**config.mk**
```make
export PLATFORM = sky130hd
export DESIGN_NAME = float_format_converter_unit
export DESIGN_NICKNAME = d
export VERILOG_FILES = /design/src/sv/ffc_pkg.sv /design/src/sv/float_format_converter_unit.sv
export SDC_FILE = /design/constraint.sdc
export NUM_CORES = 1
export LEC_CHECK = 0
export BUFFER_PORTS_ARGS = -buffer_cell sky130_fd_sc_hd__clkbuf_2
export CORE_MARGIN = 2
export CORE_UTILIZATION = 40
export CTS_BUF_LIST = sky130_fd_sc_hd__clkbuf_8
export DETAILED_ROUTE_END_ITERATION = 10
export PLACE_DENSITY = 0.64
export REMOVE_ABC_BUFFERS = 1
export SYNTH_ARGS = -nofsm -noshare
export SYNTH_HDL_FRONTEND = slang
export SYNTH_SLANG_ARGS = --single-unit
export TNS_END_PERCENT = 100
```
**constraint.sdc**
```tcl
create_clock -name clk -period 6.7 [get_ports clk]
set_clock_uncertainty 0.05 [all_clocks]
set_input_delay 0.335 -clock clk [delete_from_list [all_inputs] [get_ports clk]]
set_output_delay 0.335 -clock clk [all_outputs]
set_load 0.05 [all_outputs]
```
**src/sv/ffc_pkg.sv**
```systemverilog
// package for the float format converter: function codes and format constants
// no dependencies; imported by float_format_converter_unit

package ffc_pkg;

    typedef enum logic [1:0] {
        FUNC_H2S  = 2'd0,
        FUNC_S2H  = 2'd1,
        FUNC_S2BF = 2'd2
    } func_t;

    localparam int unsigned FuncWidth    = 2;
    localparam int unsigned OperandWidth = 32;
    localparam int unsigned ResultWidth  = 32;

    // binary16 fields
    localparam logic [15:0] H_SIGN_MASK  = 16'h8000;
    localparam logic [15:0] H_INF        = 16'h7C00;
    localparam logic [15:0] H_QNAN       = 16'h7E00;
    localparam logic [12:0] H_ROUND_HALF = 13'h1000;

    // binary32 fields
    localparam logic [31:0] S_QUIET_BIT  = 32'h0040_0000;
    localparam logic [23:0] S_HIDDEN_BIT = 24'h80_0000;
    localparam logic [7:0]  S_EXP_MAX    = 8'hFF;
    localparam logic [7:0]  SUB_EXP_BASE = 8'd113;
    localparam logic [7:0]  EXP_BIAS_D   = 8'd112;

    // bfloat16
    localparam logic [31:0] BF_ROUND     = 32'h0000_7FFF;
    localparam logic [15:0] BF_QUIET_BIT = 16'h0040;

endpackage

```
**src/sv/float_format_converter_unit.sv**
```systemverilog
// top level of the float format converter: binary16/binary32/bfloat16 conversion
// depends on ffc_pkg

//  channel | signals                       | direction | content
//  --------+-------------------------------+-----------+------------------------------
//  in      | in_valid, in_stall, func,     | in        | function code and operand
//          | operand                       |           |
//  out     | out_valid, out_stall, result  | out       | converted bit pattern
//
//  one transaction per cycle sustained while out_stall is low; an accepted
//  input passes through the input register, then the result register
//  the conversion is a single pass of combinational logic between the two
//  registers; the leading-zero count and the rounding add set the path
//  rst_n clears both valid flags; payload registers are not reset
//  out_stall holds the result register; in_stall rises only when the input
//  register holds a transaction that cannot move into the result register

module float_format_converter_unit #(
    parameter int unsigned OperandW = ffc_pkg::OperandWidth,
    parameter int unsigned ResultW  = ffc_pkg::ResultWidth
) (
    input  logic                          clk,
    input  logic                          rst_n,
    input  logic                          in_valid,
    output logic                          in_stall,
    input  logic [ffc_pkg::FuncWidth-1:0] func,
    input  logic [OperandW-1:0]           operand,
    output logic                          out_valid,
    input  logic                          out_stall,
    output logic [ResultW-1:0]            result
);

    import ffc_pkg::*;

    // pipeline registers
    logic                 s1_valid_reg, s1_valid_next;
    logic [FuncWidth-1:0] s1_func_reg;
    logic [OperandW-1:0]  s1_operand_reg;
    logic                 s2_valid_reg, s2_valid_next;
    logic [ResultW-1:0]   s2_result_reg, s2_result_next;

    logic s2_load;
    logic s1_load;

    // converter outputs
    logic [31:0] wide_res;
    logic [15:0] half_res;
    logic [15:0] bf_res;
    logic [31:0] conv_res;
    logic [31:0] op32;

    // result register takes a new transaction when empty or being drained
    assign s2_load  = !s2_valid_reg || !out_stall;
    assign in_stall = s1_valid_reg && !s2_load;
    assign s1_load  = in_valid && !in_stall;

    assign s1_valid_next = s1_load || (s1_valid_reg && !s2_load);
    assign s2_valid_next = s2_load ? s1_valid_reg : s2_valid_reg;

    assign op32 = 32'(s1_operand_reg);

    // binary16 -> binary32
    always_comb
    begin
        logic        h_sign;
        logic [4:0]  h_exp;
        logic [9:0]  h_man;
        logic [3:0]  msb_pos;
        logic [3:0]  lz;
        logic [10:0] norm;
        logic [7:0]  sub_exp;
        h_sign  = op32[15];
        h_exp   = op32[14:10];
        h_man   = op32[9:0];
        msb_pos = 4'd0;
        // highest set mantissa bit
        for (int i = 0; i < 10; i++)
        begin
            if (h_man[i])
            begin
                msb_pos = 4'(i);
            end
        end
        lz      = 4'd10 - msb_pos;
        norm    = {1'b0, h_man} << lz;
        sub_exp = SUB_EXP_BASE - {4'b0, lz};
        if (h_exp == 5'd0)
        begin
            if (h_man == 10'd0)
            begin
                wide_res = {h_sign, 31'd0};
            end
            else
            begin
                wide_res = {h_sign, sub_exp, norm[9:0], 13'd0};
            end
        end
        else if (h_exp == 5'h1F)
        begin
            wide_res = {h_sign, S_EXP_MAX, h_man, 13'd0};
            if (h_man != 10'd0)
            begin
                wide_res = wide_res | S_QUIET_BIT;
            end
        end
        else
        begin
            wide_res = {h_sign, {3'b0, h_exp} + EXP_BIAS_D, h_man, 13'd0};
        end
    end

    // binary32 -> binary16, round to nearest even
    always_comb
    begin
        logic [15:0]       sign16;
        logic [7:0]        s_exp;
        logic [22:0]       s_man;
        logic signed [9:0] e;
        logic signed [9:0] sh_full;
        logic [4:0]        sh;
        logic [15:0]       norm_r;
        logic [12:0]       low;
        logic [23:0]       sig;
        logic [23:0]       q;
        logic [23:0]       rem;
        logic [23:0]       half;
        sign16  = op32[31] ? H_SIGN_MASK : 16'd0;
        s_exp   = op32[30:23];
        s_man   = op32[22:0];
        e       = $signed({2'b00, s_exp}) - 10'sd112;
        sh_full = 10'sd14 - e;
        sh      = sh_full[4:0];
        norm_r  = sign16 | {1'b0, e[4:0], s_man[22:13]};
        low     = s_man[12:0];
        sig     = {1'b0, s_man} | S_HIDDEN_BIT;
        q       = sig >> sh;
        rem     = sig & ~(24'hFF_FFFF << sh);
        half    = 24'd1 << (sh - 5'd1);
        if (s_exp == S_EXP_MAX)
        begin
            if (s_man == 23'd0)
            begin
                half_res = sign16 | H_INF;
            end
            else
            begin
                half_res = sign16 | H_QNAN | {7'd0, s_man[21:13]};
            end
        end
        else if (e >= 10'sd31)
        begin
            half_res = sign16 | H_INF;
        end
        else if (e >= 10'sd1)
        begin
            // rounding carry may reach the next exponent or infinity
            if (low > H_ROUND_HALF || (low == H_ROUND_HALF && norm_r[0]))
            begin
                half_res = norm_r + 16'd1;
            end
            else
            begin
                half_res = norm_r;
            end
        end
        else if (e < -10'sd10)
        begin
            half_res = sign16;
        end
        else
        begin
            // subnormal output
            if (rem > half || (rem == half && q[0]))
            begin
                q = q + 24'd1;
            end
            half_res = sign16 | q[15:0];
        end
    end

    // binary32 -> bfloat16, round to nearest even
    always_comb
    begin
        logic [31:0] sum;
        sum = op32 + BF_ROUND + {31'd0, op32[16]};
        if (op32[30:23] == S_EXP_MAX && op32[22:0] != 23'd0)
        begin
            bf_res = op32[31:16] | BF_QUIET_BIT;
        end
        else
        begin
            bf_res = sum[31:16];
        end
    end

    always_comb
    begin
        case (func_t'(s1_func_reg))
            FUNC_H2S:  conv_res = wide_res;
            FUNC_S2H:  conv_res = {16'd0, half_res};
            FUNC_S2BF: conv_res = {16'd0, bf_res};
            default:   conv_res = 32'd0;
        endcase
    end

    assign s2_result_next = ResultW'(conv_res);

    always_ff @(posedge clk or negedge rst_n)
    begin
        if (!rst_n)
        begin
            s1_valid_reg <= 1'b0;
            s2_valid_reg <= 1'b0;
        end
        else
        begin
            s1_valid_reg <= s1_valid_next;
            s2_valid_reg <= s2_valid_next;
        end
    end

    always_ff @(posedge clk)
    begin
        if (s1_load)
        begin
            s1_func_reg    <= func;
            s1_operand_reg <= operand;
        end
        if (s2_load && s1_valid_reg)
        begin
            s2_result_reg <= s2_result_next;
        end
    end

    assign out_valid = s2_valid_reg;
    assign result    = s2_result_reg;

endmodule
```
=== Word-level counts from Yosys, hierarchy flattened ===
Cells that the tools add are included.

* Bitwise operators: 5
* Equality and inequality tests: 6
* Shifts and indexed selects: 4
* Reduce and logical (&&, ||, !) cells: 20
* Add/subtract/negate cells: 10
* Divide/modulo/power cells: 0
* $lt $le $gt $ge: 5
* Muxes and demuxes: 27
* Multiply operators: 0

{| class="wikitable"
|+ Operators with widths
! operator !! count
|-
| 16-bit 2-to-1 mux || 13
|-
| 32-bit case mux with 3 select lines || 1
|-
| 31-bit 2-to-1 mux || 3
|-
| 16-bit by 1-bit adder with 16-bit output, second input constant || 2
|-
| 32-bit by 1-bit adder with 32-bit output || 1
|-
| 32-bit by 15-bit adder with 32-bit output, second input constant || 1
|-
| 24-bit AND || 1
|-
| 24-bit equality test || 1
|-
| 24-bit greater-than comparator || 1
|-
| 24-bit inverter || 1
|-
| 1-bit by 5-bit << shifter with 24-bit output, first input constant || 1
|-
| 24-bit by 5-bit << shifter with 24-bit output, first input constant || 1
|-
| 24-bit by 5-bit right shift with 16-bit output || 1
|-
| 23-bit logical NOT || 1
|-
| 23-bit 2-to-1 mux || 1
|-
| 23-bit nonzero test || 1
|-
| 16-bit by 15-bit OR with 16-bit output || 1
|-
| 16-bit OR || 1
|-
| 16-bit by 9-bit OR with 16-bit output || 1
|-
| 13-bit equality test, second input constant || 1
|-
| 13-bit greater-than comparator, second input constant || 1
|-
| 3-bit 2-to-1 mux || 4
|-
| 10-bit logical NOT || 1
|-
| 10-bit nonzero test || 1
|-
| 22 further kinds || 35
|}

* Output and inout bits: 34
* RAM bits: 0
* Bits in read-only memories: 0
* Register bits after elaboration: 68
* Bits in latches: 0
* Input bits: 38
* Memories kept: 0

=== Longest topological paths before layout ===
* Depth in word-level cells: 19
* Depth in mapped cells: 21
* Mapped depth without buffers: 17

=== Worst setup path after synthesis ===
No wires, ideal clock.

* Kind: reg-to-reg
* Start: register s1_operand_reg[23] (netlist: op32[23])
* End: register s2_result_reg[0] (netlist: result[0]) (data pin)
* Cell stages (with the launch flop): 21
* Slack: 1.798 ns
* Library setup time: 0.256 ns
* Data required time: 6.394 ns
* Buffers on the path: 4
* Arrival: 4.596 ns
* Cell sequence: edfxtp_1 > buf_6 > clkinv_1 > ha_1 > buf_6 > buf_12 > or2b_1 > o21ai_0 > xnor2_1 > nor2b_1 > clkbuf_1 > nand2_1 > ha_1 > a21oi_1 > nand2_1 > a221oi_1 > o221ai_1 > nor2_1 > mux2_2 > a22o_1 > a31o_2

* Word-level cells in the longest chain between the ends: 19
* Elaborated cells on any way between the ends: 30
* Those cells by class: 4 x add/sub; 4 x order compare; 2 x eq/ne; 3 x shift; 11 x mux; 3 x bitwise; 3 x reduce/logical

{| class="wikitable"
|+ Ends and longest elaborated chain
! what !! line !! source
|-
| start: declaration || float_format_converter_unit.sv:38 || <nowiki>logic [OperandW-1:0] s1_operand_reg;</nowiki>
|-
| start signal: assignment || float_format_converter_unit.sv:227 || <nowiki>s1_operand_reg <= operand;</nowiki>
|-
| parallel branches: the longest is 18 deep, another holds 24-bit greater-than comparator || - ||
|-
| 32-bit case mux with 3 select lines (*) || float_format_converter_unit.sv:198 || <nowiki>case (func_t'(s1_func_reg))</nowiki>
|-
| net conv_res[0] || float_format_converter_unit.sv:49 || <nowiki>logic [31:0] conv_res;</nowiki>
|-
| end signal: assignment || float_format_converter_unit.sv:231 || <nowiki>s2_result_reg <= s2_result_next;</nowiki>
|-
| end: declaration || float_format_converter_unit.sv:40 || <nowiki>logic [ResultW-1:0] s2_result_reg, s2_result_next;</nowiki>
|}

Mark *: on every way through the listed nets, which the timed path passes. The select of a mux whose other input is x is not followed.
A chain may end at the register's enable or synchronous reset.

=== Final worst setup path ===
* Start: register s1_operand_reg[24] (netlist: op32[24])
* End: register s2_result_reg[0] (netlist: result[0]) (data pin)

Same word-level chain as after synthesis.

==> impl_metrics.py <==
metrics = {
    "status": {
        "status": "finished clean",
    },
    "clocking": {
        "cts_sinks": 67,
        "clock_path_buffers": 2,
        "cts_inserted_buffers": 9,
        "cts_tree": "yes",
        "htreeDepth": 3,
        "clk_latency_ps": 370,
        "postCtsSetupBuffers": 0,
        "clk_pin_slew_ps": 80,
        "root_buffer": "clkbuf_8",
    },
    "critical_path": {
        "critPathKind": "reg -> reg",
        "crit_arrival_ps": 5620,
        "required_ps": 6790,
        "cp_max_fo": 29,
        "worstSetupEndpointType": "register",
        "startpoint_type": "register",
    },
    "synth": {
        "synth_edf_count": 65,
        "yosys_warnings": 0,
        "synthDistinctLibCells": 82,
        "synth_area_per_cell_um2": 8.96,
        "synthArstFlopShare_pct": 2.99,
        "synth_seq_area_share_pct": 28.5,
        "synth_seq_cells": 67,
        "syn_inst": 783,
        "yosys-top-cells-area": "edfxtp_1 (28%), ha_1 (7.7%), mux4_1 (4.1%)",
        "yosysTopAreaCell": "edfxtp_1",
        "syn_area_um2": 7020,
        "synth_top_area_share_pct": 27.8,
        "ys.flop_type": "edfxtp_1",
    },
    "finish": {
        "n_fill_cell": 1679,
        "final-seq-area_um2": 2000,
        "area_growth_pct": 9.24,
        "nets": 893,
        "largest_reg_flops": 32,
        "layout-drive-gt1-share_pct": 18.1,
        "utilization_pct": 44.5,
        "final_common_cell": "nand2_1",
        "multi_input_area_um2": 4590,
        "final_cells": 1042,
        "layout_common_cells": "nand2_1 (77), clkbuf_2 (71), nor2_1 (70)",
        "diodes": 0,
    },
    "placed_design": {
        "gp_congestion": 0.918,
        "place_inst": 1025,
        "post-dp-hpwl_mm": 15.6,
        "port_buffers": 71,
    },
    "sta": {
        "setup_viol": 0,
        "tightest_slew_ps": 1010,
        "maxClockFrequency_mhz": 181,
        "relSlewSlack_pct": 32.6,
        "min_period_over_period_pct": 82.5,
        "setup-tns-final_ps": 0,
        "hold_viol_final": 0,
        "final.min_clock_period_ps": 5530,
        "rsz0062_at_grt": "no",
        "slew_violations": 0,
    },
    "detailed_routing": {
        "antenna_left": 0,
        "drc": 0,
        "drt_iter0_markers": 679,
        "wl_per_cell_um": 20.4,
        "firstDrtPassIters": 7,
        "routed_via_density": 6.16,
        "vias": 6420,
        "routed_wl_mm": 21.3,
    },
    "power_and_ir_drop": {
        "p_per_area_nw_per_um2": 203,
        "p_leak_uw": 0.00292,
        "ir_drop_mv": 0.0908,
    },
    "grt": {
        "grt_pass1_wl_mm": 33.8,
        "grt_max_degree": 40,
        "antenna_found_initial": 0,
        "grt_usage_pct": 23.8,
        "grt_pass1_vias": 6050,
        "grt.overflow.total": 0,
    },
    "min_path": {
        "hold_path.class": "in -> reg",
    },
    "die": {
        "core_um2": 17200,
        "start_util_pct": 40.7,
        "die_h_um": 136,
        "fp-row-count": 48,
        "dieArea_um2": 18600,
        "io_pins": 72,
        "die_w_um": 136,
    },
    "flow_run": {
        "drv_cap": 0,
    },
}
[power by group]
group          switching (µW)  total (µW)  leakage, µW  internal, µW
Clock                     168         435     0.000127           266
Combinational             366         572      0.00213           206
Sequential               49.8         550     0.000656           501
[cells in the mapped netlist (13+ instances only)]
library cell / n
nand4_1: 16
ha_1: 43
nor2b_1: 13
a21oi_1: 43
inv_1: 23
mux2_2: 19
mux2i_1: 16
edfxtp_1: 65
xnor2_1: 26
and2_1: 14
clkbuf_1: 36
nor2_1: 70
nand3_1: 31
nor3_1: 22
nand2_1: 77
o21ai_0: 30
[cell families (layout without fill, tap and decap cells)]
kind of cell	count (synthesis)	in the layout	share of synthesized area, %
AND/OR/NAND/NOR	309	309	22.6
AO/OA/AOI/OAI	185	185	18.3
buffers and inverters	89	123	6.33
flip-flops	67	67	28.5
multiplexers	54	54	11.9
adder cells (fa/ha/maj)	43	43	7.67
XOR/XNOR	36	36	4.71
[metal layers]
layer | wire length [µm] | global-route usage (%) | share of wire (%) | up-vias
li1 | - | - | - | 3031
met1 | 9580 | 33.3 | 45 | 3064
met2 | 9550 | 36.8 | 45 | 291
met3 | 1550 | 4.81 | 7.3 | 34
met4 | 589 | 7.75 | 2.8 | 0
met5 | 0 | 0 | 0 | -
[what timing repair did]
action	CTS	global route
gates resized for setup	0	0
endpoints found under the hold margin	2	0
hold buffers	1	0
[critical path: stages, from the launching register on]
cell and delay [ps]:
edfxtp_1 520, ha_1 270, inv_1 60, ha_1 270
buf_4 230, or2b_1 310, o21ai_0 210, xnor2_1 200
nor2b_1 490, nand2_1 120, ha_1 340, a21oi_1 180
nand2_1 70, a221oi_1 300, o221ai_1 330, nor2_1 540
mux2_2 400, a22o_1 180, a31o_2 230
[area by class of cell]
class,instances,share of cell area (%)
Inverter,24,1.18
Clock inverter,5,1.32
Timing Repair Buffer,83,5.84
Multi-Input combinational cell,627,59.9
Sequential cell,67,26.1
Clock buffer,11,1.98
Tap cell,225,3.67
[through the flow]
| step | worst slack [ps] | area [µm²] | total power [µW] | hold slack [ps] |
|---|---|---|---|---|
| floorplan | 410 | 6660 | 960 | -10.6 |
| global placement | 1380 | 7400 | 1110 | 72.9 |
| detailed placement | 1270 | 7400 | 1120 | 74.8 |
| CTS | 1250 | 7660 | 1560 | 66.9 |
| global route | 802 | 7660 | 1640 | 65.2 |
| finish | 1170 | 7660 | 1560 | 81.6 |
[path summary, 6_finish.rpt]
kind | start | to | slack [ps] | depth (start not counted)
min in group asynchronous | rst_n | out_valid | 240 | 2
max in group asynchronous | rst_n | out_valid | 6260 | 2
setup reg to reg | op32[24] | result[0] | 1170 | 18
hold / removal | operand[27] | op32[27] | 80 | 1
hold reg to reg | s1_valid_reg | out_valid | 440 | 1
setup / recovery | op32[24] | result[0] | 1170 | 18
Note: power is estimated with default switching activity, not from simulation.
